### src/design/hbsp_pkg.sv
`timescale 1ns / 1ps
// Package for the H-bridge and servo PWM core: field widths, command codes,
// register indexes and the small conversion functions. Depends on nothing.

package hbsp_pkg;

  localparam int MODE_W     = 2;
  localparam int CHAN_W     = 3;
  localparam int POWER_W    = 8;
  localparam int ANGLE_W    = 8;
  localparam int MPINS_W    = 8;
  localparam int SPINS_W    = 2;
  localparam int CFG_IDX_W  = 3;
  localparam int CFG_DATA_W = 6;
  localparam int MIDX_W     = 3;
  localparam int TRIM_W     = 6;
  localparam int SPEED_W    = 5;
  localparam int DIR_W      = 2;
  localparam int PULSE_W    = 5;
  // Wide enough for a trimmed and negated wheel power.
  localparam int WIDE_W     = 10;
  localparam int RECIP_W    = 6;

  typedef enum logic [MODE_W-1:0] {
    MODE_TICK  = 2'd0,
    MODE_POWER = 2'd1,
    MODE_SERVO = 2'd2,
    MODE_WHEEL = 2'd3
  } mode_t;

  localparam logic [CFG_IDX_W-1:0] REG_LEFT_INDEX  = 3'd0;
  localparam logic [CFG_IDX_W-1:0] REG_RIGHT_INDEX = 3'd1;
  localparam logic [CFG_IDX_W-1:0] REG_LEFT_NEG    = 3'd2;
  localparam logic [CFG_IDX_W-1:0] REG_RIGHT_NEG   = 3'd3;
  localparam logic [CFG_IDX_W-1:0] REG_RIGHT_TRIM  = 3'd4;

  localparam logic [DIR_W-1:0] DIR_OFF = 2'b00;
  localparam logic [DIR_W-1:0] DIR_ONE = 2'b01;
  localparam logic [DIR_W-1:0] DIR_TWO = 2'b10;

  localparam logic signed [WIDE_W-1:0] POWER_LIMIT     = 10'sd20;
  localparam logic signed [WIDE_W-1:0] NEG_POWER_LIMIT = -10'sd20;

  localparam logic [ANGLE_W-1:0] ANGLE_MAX  = 8'd180;
  localparam logic [PULSE_W-1:0] PULSE_BASE = 5'd10;
  // Division by 18 as a multiply by 57/1024; exact for angles up to 180.
  localparam logic [RECIP_W-1:0] RECIP_MUL   = 6'd57;
  localparam int                 RECIP_SHIFT = 10;

  typedef struct packed {
    logic [SPEED_W-1:0] speed;
    logic [DIR_W-1:0]   dir;
  } motor_cmd_t;

  typedef struct packed {
    logic [MPINS_W-1:0] motor;
    logic [SPINS_W-1:0] servo;
  } pins_t;

  function automatic logic signed [WIDE_W-1:0] widen(input logic signed [POWER_W-1:0] p);
    return {{(WIDE_W-POWER_W){p[POWER_W-1]}}, p};
  endfunction

  // Saturate a power to +/-20 and split it into speed and direction.
  function automatic motor_cmd_t power_to_motor(input logic signed [WIDE_W-1:0] power);
    motor_cmd_t r;
    logic signed [WIDE_W-1:0] lim;
    logic signed [WIDE_W-1:0] mag;
    if (power > POWER_LIMIT) begin
      lim = POWER_LIMIT;
    end else if (power < NEG_POWER_LIMIT) begin
      lim = NEG_POWER_LIMIT;
    end else begin
      lim = power;
    end
    mag = (lim < 0) ? -lim : lim;
    r.speed = SPEED_W'(mag);
    if (lim > 0) begin
      r.dir = DIR_ONE;
    end else if (lim < 0) begin
      r.dir = DIR_TWO;
    end else begin
      r.dir = DIR_OFF;
    end
    return r;
  endfunction

  // Add the trim to the magnitude of a nonzero power without crossing zero.
  function automatic logic signed [WIDE_W-1:0] apply_trim(
    input logic signed [POWER_W-1:0] p,
    input logic signed [TRIM_W-1:0]  trim
  );
    logic signed [WIDE_W-1:0] pw;
    logic signed [WIDE_W-1:0] tw;
    logic signed [WIDE_W-1:0] s;
    pw = widen(p);
    tw = {{(WIDE_W-TRIM_W){trim[TRIM_W-1]}}, trim};
    s  = '0;
    if (pw > 0) begin
      s = pw + tw;
      if (s < 0) begin
        s = '0;
      end
    end else if (pw < 0) begin
      s = pw - tw;
      if (s > 0) begin
        s = '0;
      end
    end
    return s;
  endfunction

  // Pulse count for a nonzero angle: clamp to 180, then angle/18 + 10.
  function automatic logic [PULSE_W-1:0] angle_to_pulse(input logic [ANGLE_W-1:0] angle);
    logic [ANGLE_W-1:0]         a;
    logic [ANGLE_W+RECIP_W-1:0] prod;
    a    = (angle > ANGLE_MAX) ? ANGLE_MAX : angle;
    prod = (ANGLE_W+RECIP_W)'(a) * (ANGLE_W+RECIP_W)'(RECIP_MUL);
    return PULSE_W'(prod >> RECIP_SHIFT) + PULSE_BASE;
  endfunction

endpackage

### src/design/hbsp_if.sv
`timescale 1ns / 1ps
// Valid/ready channel interfaces for the H-bridge and servo PWM core:
// the command channel and the pin level channel. Depends on hbsp_pkg.

interface hbsp_cmd_if import hbsp_pkg::*; ();
  logic                      valid;
  logic                      ready;
  logic [MODE_W-1:0]         mode;
  logic [CHAN_W-1:0]         channel;
  logic signed [POWER_W-1:0] power_a;
  logic signed [POWER_W-1:0] power_b;
  logic [ANGLE_W-1:0]        angle;

  modport source (output valid, mode, channel, power_a, power_b, angle, input ready);
  modport sink   (input valid, mode, channel, power_a, power_b, angle, output ready);
endinterface

interface hbsp_pins_if import hbsp_pkg::*; ();
  logic               valid;
  logic               ready;
  logic [MPINS_W-1:0] motor_pins;
  logic [SPINS_W-1:0] servo_pins;

  modport source (output valid, motor_pins, servo_pins, input ready);
  modport sink   (input valid, motor_pins, servo_pins, output ready);
endinterface

### src/design/hbridge_and_servo_pwm_core.sv
`timescale 1ns / 1ps
// Top level of the H-bridge and servo PWM core: four motor PWM channels and
// two RC servo channels. Depends on hbsp_pkg and the interfaces in hbsp_if.
//
//   Port     Direction  Beat carries
//   cmd      in         mode, channel, power_a, power_b, angle
//   levels   out        motor_pins, servo_pins (pin levels after the command)
//   cfg_*    in         register write: index and data, no read-back
//
// One command beat is taken per clock while cmd.ready is high; each beat gives
// one registered result beat. The work is a few compares and a small multiply
// between the state registers and the result register.
// A two-entry result buffer (output register plus skid register) lets a new
// command in while a result waits; cmd.ready drops only when both are full.
// Reset (rst, synchronous) clears counters, motor and servo settings, pin
// levels and the result buffer, and loads the register defaults.

module hbridge_and_servo_pwm_core import hbsp_pkg::*; #(
  parameter int MOTOR_STEPS = 20,
  parameter int SERVO_STEPS = 200,
  parameter int MOTOR_COUNT = 4,
  parameter int SERVO_COUNT = 2
) (
  input  logic                  clk,
  input  logic                  rst,
  input  logic                  cfg_we,
  input  logic [CFG_IDX_W-1:0]  cfg_index,
  input  logic [CFG_DATA_W-1:0] cfg_data,
  hbsp_cmd_if.sink              cmd,
  hbsp_pins_if.source           levels
);

  localparam int MSTEP_W = $clog2(MOTOR_STEPS);
  localparam int SSTEP_W = $clog2(SERVO_STEPS);
  localparam int MCMP_W  = (MSTEP_W > SPEED_W) ? MSTEP_W : SPEED_W;
  localparam int SCMP_W  = (SSTEP_W > PULSE_W) ? SSTEP_W : PULSE_W;
  localparam logic [MSTEP_W-1:0] MSTEP_LAST = MSTEP_W'(MOTOR_STEPS - 1);
  localparam logic [SSTEP_W-1:0] SSTEP_LAST = SSTEP_W'(SERVO_STEPS - 1);

  // Configuration registers.
  logic [MIDX_W-1:0]        left_index;
  logic [MIDX_W-1:0]        right_index;
  logic                     left_neg;
  logic                     right_neg;
  logic signed [TRIM_W-1:0] right_trim;

  // PWM state.
  logic [MSTEP_W-1:0] motor_step, motor_step_next;
  logic [SSTEP_W-1:0] servo_step, servo_step_next;
  motor_cmd_t         motor_state      [MOTOR_COUNT];
  motor_cmd_t         motor_state_next [MOTOR_COUNT];
  logic [PULSE_W-1:0] servo_pulse      [SERVO_COUNT];
  logic [PULSE_W-1:0] servo_pulse_next [SERVO_COUNT];
  logic [MPINS_W-1:0] motor_pin_levels, motor_pin_levels_next;
  logic [SPINS_W-1:0] servo_pin_levels, servo_pin_levels_next;

  // Result buffer: out_* drives the port, skid_* holds a second result.
  logic  out_valid;
  pins_t out_data;
  logic  skid_valid;
  pins_t skid_data;

  logic  cmd_fire;
  logic  out_fire;
  mode_t cmd_mode;
  pins_t result;

  // Wheel sides after sign, and trim on the right, ready for the motor update.
  logic signed [WIDE_W-1:0] left_power;
  logic signed [WIDE_W-1:0] right_trimmed;
  logic signed [WIDE_W-1:0] right_power;
  motor_cmd_t               left_cmd;
  motor_cmd_t               right_cmd;
  motor_cmd_t               single_cmd;
  logic [PULSE_W-1:0]       new_pulse;

  assign cmd.ready = !skid_valid;
  assign cmd_fire  = cmd.valid && !skid_valid;
  assign out_fire  = out_valid && levels.ready;
  assign cmd_mode  = mode_t'(cmd.mode);

  assign levels.valid      = out_valid;
  assign levels.motor_pins = out_data.motor;
  assign levels.servo_pins = out_data.servo;

  assign left_power    = left_neg ? -widen(cmd.power_a) : widen(cmd.power_a);
  assign right_trimmed = apply_trim(cmd.power_b, right_trim);
  assign right_power   = right_neg ? -right_trimmed : right_trimmed;
  assign left_cmd      = power_to_motor(left_power);
  assign right_cmd     = power_to_motor(right_power);
  assign single_cmd    = power_to_motor(widen(cmd.power_a));
  assign new_pulse     = angle_to_pulse(cmd.angle);

  // Next state for the accepted command. A tick evaluates the pins from the
  // current counters and settings and then advances both counters; commands
  // change settings only, apart from a servo turned off, whose pin drops.
  always_comb begin
    motor_step_next       = motor_step;
    servo_step_next       = servo_step;
    motor_pin_levels_next = motor_pin_levels;
    servo_pin_levels_next = servo_pin_levels;
    for (int k = 0; k < MOTOR_COUNT; k++) begin
      motor_state_next[k] = motor_state[k];
    end
    for (int k = 0; k < SERVO_COUNT; k++) begin
      servo_pulse_next[k] = servo_pulse[k];
    end
    if (cmd_fire) begin
      unique case (cmd_mode)
        MODE_TICK: begin
          motor_pin_levels_next = '0;
          for (int k = 0; k < MOTOR_COUNT; k++) begin
            if (MCMP_W'(motor_step) < MCMP_W'(motor_state[k].speed)) begin
              motor_pin_levels_next[2*k +: DIR_W] = motor_state[k].dir;
            end
          end
          // A servo that is off keeps whatever level its pin has.
          for (int k = 0; k < SERVO_COUNT; k++) begin
            if (servo_pulse[k] != '0) begin
              servo_pin_levels_next[k] = SCMP_W'(servo_step) < SCMP_W'(servo_pulse[k]);
            end
          end
          motor_step_next = (motor_step == MSTEP_LAST) ? '0 : motor_step + 1'b1;
          servo_step_next = (servo_step == SSTEP_LAST) ? '0 : servo_step + 1'b1;
        end
        MODE_POWER: begin
          for (int k = 0; k < MOTOR_COUNT; k++) begin
            if (cmd.channel == CHAN_W'(k + 1)) begin
              motor_state_next[k] = single_cmd;
            end
          end
        end
        MODE_SERVO: begin
          for (int k = 0; k < SERVO_COUNT; k++) begin
            if (cmd.channel == CHAN_W'(k + 1)) begin
              if (cmd.angle == '0) begin
                servo_pulse_next[k]      = '0;
                servo_pin_levels_next[k] = 1'b0;
              end else begin
                servo_pulse_next[k] = new_pulse;
              end
            end
          end
        end
        MODE_WHEEL: begin
          // The right side is checked first, so it wins on a shared motor.
          for (int k = 0; k < MOTOR_COUNT; k++) begin
            if (right_index == MIDX_W'(k + 1)) begin
              motor_state_next[k] = right_cmd;
            end else if (left_index == MIDX_W'(k + 1)) begin
              motor_state_next[k] = left_cmd;
            end
          end
        end
      endcase
    end
  end

  assign result.motor = motor_pin_levels_next;
  assign result.servo = servo_pin_levels_next;

  always_ff @(posedge clk) begin
    if (rst) begin
      motor_step       <= '0;
      servo_step       <= '0;
      motor_pin_levels <= '0;
      servo_pin_levels <= '0;
      for (int k = 0; k < MOTOR_COUNT; k++) begin
        motor_state[k] <= '0;
      end
      for (int k = 0; k < SERVO_COUNT; k++) begin
        servo_pulse[k] <= '0;
      end
    end else begin
      motor_step       <= motor_step_next;
      servo_step       <= servo_step_next;
      motor_pin_levels <= motor_pin_levels_next;
      servo_pin_levels <= servo_pin_levels_next;
      for (int k = 0; k < MOTOR_COUNT; k++) begin
        motor_state[k] <= motor_state_next[k];
      end
      for (int k = 0; k < SERVO_COUNT; k++) begin
        servo_pulse[k] <= servo_pulse_next[k];
      end
    end
  end

  // Register writes. Indexes past the last register are dropped.
  always_ff @(posedge clk) begin
    if (rst) begin
      left_index  <= MIDX_W'(2);
      right_index <= MIDX_W'(3);
      left_neg    <= 1'b1;
      right_neg   <= 1'b0;
      right_trim  <= '0;
    end else if (cfg_we) begin
      unique case (cfg_index)
        REG_LEFT_INDEX:  left_index  <= cfg_data[MIDX_W-1:0];
        REG_RIGHT_INDEX: right_index <= cfg_data[MIDX_W-1:0];
        REG_LEFT_NEG:    left_neg    <= cfg_data[0];
        REG_RIGHT_NEG:   right_neg   <= cfg_data[0];
        REG_RIGHT_TRIM:  right_trim  <= cfg_data[TRIM_W-1:0];
        default: ;
      endcase
    end
  end

  // Result buffer. A new command only arrives while the skid register is
  // empty; it goes to the output register when that one is free or being
  // emptied this cycle, otherwise into the skid register.
  always_ff @(posedge clk) begin
    if (rst) begin
      out_valid  <= 1'b0;
      skid_valid <= 1'b0;
    end else if (cmd_fire) begin
      if (!out_valid || out_fire) begin
        out_valid <= 1'b1;
      end else begin
        skid_valid <= 1'b1;
      end
    end else if (out_fire) begin
      if (skid_valid) begin
        skid_valid <= 1'b0;
      end else begin
        out_valid <= 1'b0;
      end
    end
  end

  always_ff @(posedge clk) begin
    if (cmd_fire) begin
      if (!out_valid || out_fire) begin
        out_data <= result;
      end else begin
        skid_data <= result;
      end
    end else if (out_fire && skid_valid) begin
      out_data <= skid_data;
    end
  end

`ifndef SYNTHESIS
  // A full skid register always sits behind a full output register.
  assert property (@(posedge clk) disable iff (rst) !cmd.ready |-> levels.valid)
    else $error("skid register full while output register empty");

  // No motor ever drives both pins of its bridge at once.
  assert property (@(posedge clk) disable iff (rst)
    (motor_pin_levels & (motor_pin_levels >> 1) & 8'h55) == '0)
    else $error("motor bridge with both pins high");

  // Turning servo one off drops its pin right away.
  assert property (@(posedge clk) disable iff (rst)
    cmd_fire && cmd_mode == MODE_SERVO && cmd.channel == CHAN_W'(1) && cmd.angle == '0
    |=> !servo_pin_levels[0])
    else $error("servo one pin high after turn-off");

  // The motor step counter stays inside its period.
  assert property (@(posedge clk) disable iff (rst) motor_step <= MSTEP_LAST)
    else $error("motor step counter out of range");
`endif

endmodule

### src/flat_wrapper.sv
// flat-port wrapper written by rule: the top's interface ports become plain ports
module hbridge_and_servo_pwm_core_flat import hbsp_pkg::*;
#(
  parameter int MOTOR_STEPS = 20,
  parameter int SERVO_STEPS = 200,
  parameter int MOTOR_COUNT = 4,
  parameter int SERVO_COUNT = 2
)
  (clk, rst, cfg_we, cfg_index, cfg_data, cmd_valid, cmd_mode, cmd_channel, cmd_power_a, cmd_power_b, cmd_angle, cmd_ready, levels_valid, levels_motor_pins, levels_servo_pins, levels_ready);
  hbsp_cmd_if cmd_i ();
  hbsp_pins_if levels_i ();
  input  logic clk;
  input  logic rst;
  input  logic cfg_we;
  input  logic [CFG_IDX_W-1:0] cfg_index;
  input  logic [CFG_DATA_W-1:0] cfg_data;
  input wire logic [$bits(cmd_i.valid)-1:0] cmd_valid;
  input wire logic [$bits(cmd_i.mode)-1:0] cmd_mode;
  input wire logic [$bits(cmd_i.channel)-1:0] cmd_channel;
  input wire logic [$bits(cmd_i.power_a)-1:0] cmd_power_a;
  input wire logic [$bits(cmd_i.power_b)-1:0] cmd_power_b;
  input wire logic [$bits(cmd_i.angle)-1:0] cmd_angle;
  output wire logic [$bits(cmd_i.ready)-1:0] cmd_ready;
  output wire logic [$bits(levels_i.valid)-1:0] levels_valid;
  output wire logic [$bits(levels_i.motor_pins)-1:0] levels_motor_pins;
  output wire logic [$bits(levels_i.servo_pins)-1:0] levels_servo_pins;
  input wire logic [$bits(levels_i.ready)-1:0] levels_ready;
  assign cmd_i.valid = cmd_valid;
  assign cmd_i.mode = cmd_mode;
  assign cmd_i.channel = cmd_channel;
  assign cmd_i.power_a = cmd_power_a;
  assign cmd_i.power_b = cmd_power_b;
  assign cmd_i.angle = cmd_angle;
  assign cmd_ready = cmd_i.ready;
  assign levels_valid = levels_i.valid;
  assign levels_motor_pins = levels_i.motor_pins;
  assign levels_servo_pins = levels_i.servo_pins;
  assign levels_i.ready = levels_ready;
  hbridge_and_servo_pwm_core #(.MOTOR_STEPS(MOTOR_STEPS), .SERVO_STEPS(SERVO_STEPS), .MOTOR_COUNT(MOTOR_COUNT), .SERVO_COUNT(SERVO_COUNT)) u_core (.clk(clk), .rst(rst), .cfg_we(cfg_we), .cfg_index(cfg_index), .cfg_data(cfg_data), .cmd(cmd_i), .levels(levels_i));
endmodule
### config.mk
export PLATFORM = sky130hd
export DESIGN_NAME = hbridge_and_servo_pwm_core_flat
export DESIGN_NICKNAME = d
export VERILOG_FILES = /design/src/design/hbsp_pkg.sv /design/src/design/hbsp_if.sv /design/src/design/hbridge_and_servo_pwm_core.sv /design/src/flat_wrapper.sv
export SDC_FILE = /design/constraint.sdc
export NUM_CORES = 1
export LEC_CHECK = 0
export BUFFER_PORTS_ARGS = -buffer_cell sky130_fd_sc_hd__buf_2
export CAP_MARGIN = 20
export CORE_MARGIN = 1
export CORE_UTILIZATION = 30
export CTS_CLUSTER_DIAMETER = 100
export DETAILED_ROUTE_END_ITERATION = 10
export PLACE_DENSITY_LB_ADDON = 0.25
export SLEW_MARGIN = 10
export SYNTH_ARGS = -nofsm -noshare
export SYNTH_HDL_FRONTEND = slang
export SYNTH_SLANG_ARGS = --single-unit
### constraint.sdc
create_clock -name clk -period 9.4 [get_ports clk]
set_clock_uncertainty 0.1 [all_clocks]
set_input_delay 1.88 -clock clk [delete_from_list [all_inputs] [get_ports clk]]
set_output_delay 1.88 -clock clk [all_outputs]
set_load 0.02 [all_outputs]
# ---- Word level (Yosys, flattened, before mapping)
# Memories as Yosys holds them, arrays and structs flattened.
# Cells that the tools add are included.
# Widths: inputs -> output; s select.
dict set report word_totals {
  word_cells 181
  n_memories 2
  input_bits 43
  regBits 59
  out_inout_bits 12
  ramBits 38
  mem_bits_ro 0
  latch_bits 0
}
# memory words word_bits read_ports rd_clocked_by_memory_dff wr line
set memory_table {}
lappend memory_table {u_core.motor_state 4 7 4 0 4 hbridge_and_servo_pwm_core.sv:50} ;# motor_cmd_t motor_state [MOTOR_COUNT];
lappend memory_table {u_core.servo_pulse 2 5 2 0 2 hbridge_and_servo_pwm_core.sv:52} ;# logic [PULSE_W-1:0] servo_pulse [SERVO_COUNT];
dict set report op_classes {
  muxes 76
  shifts 0
  addsub 10
  div 0
  n_reduce_logical 23
  n_eq_ne 24
  mul 1
  bitwise 7
  order_cmp 23
}
# op n
set ops {}
lappend ops {{$mux 10} 17}
lappend ops {{$mux 7} 16}
lappend ops {{$pmux 28 s2} 1}
lappend ops {{$mux 5} 9}
lappend ops {{$mux 8} 4}
lappend ops {{$gt 10x1->1 const B} 3}
lappend ops {{$lt 10x1->1 const B} 3}
lappend ops {{$mux 28} 1}
lappend ops {{$eq 3x2->1 const B} 8}
lappend ops {{$mux 2} 11}
lappend ops {{$gt 10x6->1 const B} 2}
lappend ops {{$lt 10x6->1 const B} 2}
lappend ops {{$lt 5x5->1} 4}
lappend ops {{$reduce_and 2->1} 9}
lappend ops {{$lt 8x5->1} 2}
lappend ops {{$mux 1} 16}
lappend ops {{$neg 5->5} 3}
lappend ops {{$mul 8x6->14 const B} 1}
lappend ops {{$eq 3x1->1 const B} 4}
lappend ops {{$eq 3x3->1 const B} 4}
lappend ops {{$neg 10->10} 1}
lappend ops {{$neg 8->10} 1}
lappend ops {{$reduce_bool 5->1} 2}
lappend ops {{$add 8x6->9} 1}
lappend ops {{other kinds (27)} 39}

# ---- Longest topological paths before layout
dict set report depth {
  depth_word 17
  ltp_mapped 27
  ltp_nobuf 26
}

# ---- Worst setup path after synthesis
# Ideal clock, no wire load.
dict set report synth_path {
  path_kind {input port to flip-flop}
  from {in cmd_power_b[0]}
  to {mem u_core.motor_state[3][6] in the netlist's numbering}
  slack_ns 2.850
  setup_ns 0.096
  cell_stages 26
  arrival_time_ns 6.354
  n_path_buf 1
  t_required_ns 9.204
  cell_sequence {inv_1 -> ha_1 -> inv_1 -> fa_1 -> a21o_1 -> a21oi_2 -> or2_0 -> buf_6 -> a21oi_2 -> nor2_1 -> inv_1 -> ha_1 -> o211ai_1 -> xnor2_1 -> or3_1 -> a21oi_1 -> a31oi_1 -> a221o_1 -> ha_1 -> nor2_1 -> nand2_1 -> ha_1 -> a31oi_1 -> xnor2_1 -> a311o_1 -> a221oi_1}
}
# element line
set synth_lines {}
lappend synth_lines {{from (decl)} flat_wrapper.sv:21} ;# input wire logic [$bits(cmd_i.power_b)-1:0] cmd_power_b;
lappend synth_lines {{to (decl)} hbridge_and_servo_pwm_core.sv:50}

==> results by group <==
Logic synthesis
  • Synth Area per Inst: a little over 8 um2
  • Yosys top cell area share: 19.0%
  • Syn. warnings: 0
  • Synth cell types: 84
  • Seq cells post-synth: 97
  • Most instantiated cells after synthesis: nor2_1 (113), nand2_1 (82), dfxtp_1 (77)
  • EDFF count, synth: 20
  • Top post-synthesis cells by area: dfxtp_1 (19%), ha_1 (11%), edfxtp_1 (7.4%), nor2_1 (5.2%), a21oi_1 (4.3%)
  • Top FF cell, synth: dfxtp_1
  • Syn nets: ~1100
  • Gate Count Post-Synth: around 1000
  • Cell accounting for the most synthesized area: dfxtp_1
  • Register area share after synthesis: a little over a quarter
  • Mapped Area: 8120 um2
  • Most common cell in the synthesized netlist: nor2_1
  • Synth async-reset ratio: 0%

Detailed routing
  • Initial DRC count: a little under 500
  • Vias per cell: roughly 5.3
  • First-pass DRT Iterations: 10
  • Number of remaining DRC errors: 3
  • DR vias: approximately 7400
  • Wire per inst: roughly 16 um
  • Antenna-violating nets left: 0
  • Routed WL: 21500 um

Layout
  • Layout Area Growth over Synthesis: 10.4%
  • Reg area: between 2000 and 2500 um2
  • Antenna fix cells: 0
  • Fin cells: ~1400
  • Filler instances: between 2000 and 3000
  • Nets: about 1200
  • Multi-input gate area: 5500 um2
  • Share of cells above drive strength 1: between 10 and 15%

Global route
  • First-pass GRT wire length: around 36000 um
  • Busiest grt layer: met2
  • Met1 usage: between 20% and 30%
  • M2 GR Usage: a little over a quarter
  • Met3 Track Usage GR: between 2 and 3%
  • Tot GR Track Use: between 10% and 20%
  • Largest net degree at the start of global routing: 80
  • Antenna violations before repair: 0
  • Vias in the first global route: ~7000
  • GRT Residual Overflow: 0

Power and ir drop
  • Leakage: between 3 and 4 nW
  • Pwr Total: 1.20 mW
  • Cell Pwr Density: approximately 130 nW/um2
  • VDD IR max: roughly 0.08 mV

Clock tree
  • Clock Latency Late Sink: about 360 ps
  • Clock Sinks: between 90 and 100
  • Clk buf depth: 2
  • CTS tree: built
  • Root Buffer: clkbuf_16
  • # resized after CTS: 0
  • CTS Hold Buffers Added: 0
  • Clk slew on worst S/H paths: about 70 ps
  • # H-tree levels: 3
  • CTS buffer count: 9
  • Post CTS Setup Buffer Count: 0

Worst setup path
  • Crit path capture type: flip-flop
  • CP Data Required Time: 9560 ps
  • Startpoint types: input pin
  • Most common cell on crit path: ha_1
  • Worst Path Arrival: 7340 ps
  • Critical path's largest stage delay: 510 ps
  • Worst-path fanout max: 9
  • Slowest CP cell: or2_0
  • CP Class: in2reg

Outcome
  • Failing checks: design-rule violations
  • Outcome: complete, but fails checks

Floorplanning
  • FP Rows: 59
  • Chip Width: approximately 170 um
  • Die height: between 150 and 200 um
  • Die ar.: roughly 28000 um2
  • Core box area: ~26000 um2
  • Top-Level Pins: 55
  • Initial Util: roughly 31%

STA
  • # setup viols final: 0
  • Fmax: around 0.14 GHz
  • Final Hold Fails: 0
  • Final period utilization: ~76%
  • Slew Limit Fails: 0
  • Period minus WS final: 7180 ps
  • Relative slew margins: 24.9%
  • Worst slew pin tran: 1120 ps
  • RSZ-0062 raised after global routing: no
  • Fin Setup TNS: 0 ps

Placed design
  • DP Cell Count: roughly 1400
  • Port buffer count: between 50 and 60
  • RePlAce Congestion: 0.849
  • Post-DP HPWL: 16600 um

Flow run
  • Max cap viols: 0

Worst hold path
  • Worst min path class: reg2reg
[state kept, by name, indices dropped and copies added (netlist names)]
name                      count
u_core.motor_step             5
u_core.servo_pulse           10
u_core.right_neg              1
u_core.servo_step             8
u_core.motor_state           28
u_core.right_index            3
u_core.skid_data             10
u_core.left_index             3
u_core.levels.servo_pins      2
u_core.left_neg               1
u_core.motor_pin_levels       8
u_core.servo_pin_levels       2
u_core.levels.valid           1
u_core.levels.motor_pins      8
u_core.right_trim             6
u_core.skid_valid             1
[cell type report]
type,instances,share of cell area (%)
Timing Repair Buffer,60,3.52
Inverter,77,3.23
Clock buffer,9,2.51
Tap cell,335,4.68
Sequential cell,97,23.9
Clock inverter,7,0.782
Multi-Input combinational cell,792,61.4
[per-stage QoR]
step	util (%)	setup WS [ps]	hold slack (ps)	cell area (um2)
2_1_floorplan	-	2850	336	8120
3_3_place_gp	33.0	2060	349	8660
5_1_grt	34.1	1740	385	8960
4_1_cts	34.1	2270	364	8960
6_report	34.1	2220	361	8960
3_5_place_dp	33.0	1910	354	8660
[cells in the final DEF (no fill, tap or decap), types with 10 or more instances in the layout]
| master | n |
|---|---|
| a211oi_1 | 17 |
| a21oi_1 | 69 |
| a221oi_1 | 14 |
| a31oi_1 | 12 |
| buf_2 | 54 |
| dfxtp_1 | 77 |
| edfxtp_1 | 20 |
| fa_1 | 11 |
| ha_1 | 74 |
| inv_1 | 74 |
| nand2_1 | 82 |
| nand2b_1 | 25 |
| nand3_1 | 24 |
| nor2_1 | 113 |
| nor2b_1 | 29 |
| nor3_1 | 29 |
| nor3b_1 | 10 |
| nor4_1 | 10 |
| o211ai_1 | 10 |
| o21ai_0 | 39 |
| xnor2_1 | 23 |
| xor2_1 | 16 |
[where the power goes]
group / total [mW] / internal [mW] / leakage, nW / switching [mW]
sequential: 0.449 / 0.440 / 0.814 / 0.00863
combinational: 0.375 / 0.145 / 2.53 / 0.230
clock: 0.377 / 0.187 / 0.142 / 0.190
[cells by family (layout without fill, tap and decap cells)]
| group | count (synthesis) | in the layout | synth area share [%] |
|---|---|---|---|
| muxes | 12 | 12 | 1.53 |
| and+or+nand+nor | 387 | 387 | 24.0 |
| DFF | 97 | 97 | 26.4 |
| AOI/OAI and AO/OA | 269 | 269 | 23.9 |
| xor gates and xnor gates | 39 | 39 | 4.21 |
| buffers and inverters | 119 | 153 | 5.86 |
| adders and majority gates | 85 | 85 | 14.1 |
[worst max-delay path: cells and delay by family]
kind | cells | cell delay (ps)
xor+xnor | 2 | 250
buf+inv | 4 | 320
fa+ha+maj | 5 | 1450
compound gates | 10 | 1950
simple gates | 5 | 1470
[per-layer routing]
layer | wire length (um) | share of wire (%)
met4 | 257 | 1.2
met2 | 10100 | 47
met1 | 10500 | 49
met3 | 708 | 3.3
met5 | 0 | 0
[path summary, 6_finish.rpt]
kind / start / slack, ps / endpoint / cells after the start
hold reg to reg: u_core.servo_pulse[0][8] / 360 / u_core.servo_pulse[0][8] / 2
hold / removal: u_core.servo_pulse[0][8] / 360 / u_core.servo_pulse[0][8] / 2
setup / recovery: cmd_power_b[0] / 2220 / u_core.motor_state[2][6] / 26
setup reg to reg: u_core.right_trim[5] / 3440 / u_core.motor_state[2][6] / 22
No activity file was read; power rests on OpenSTA's default activity.
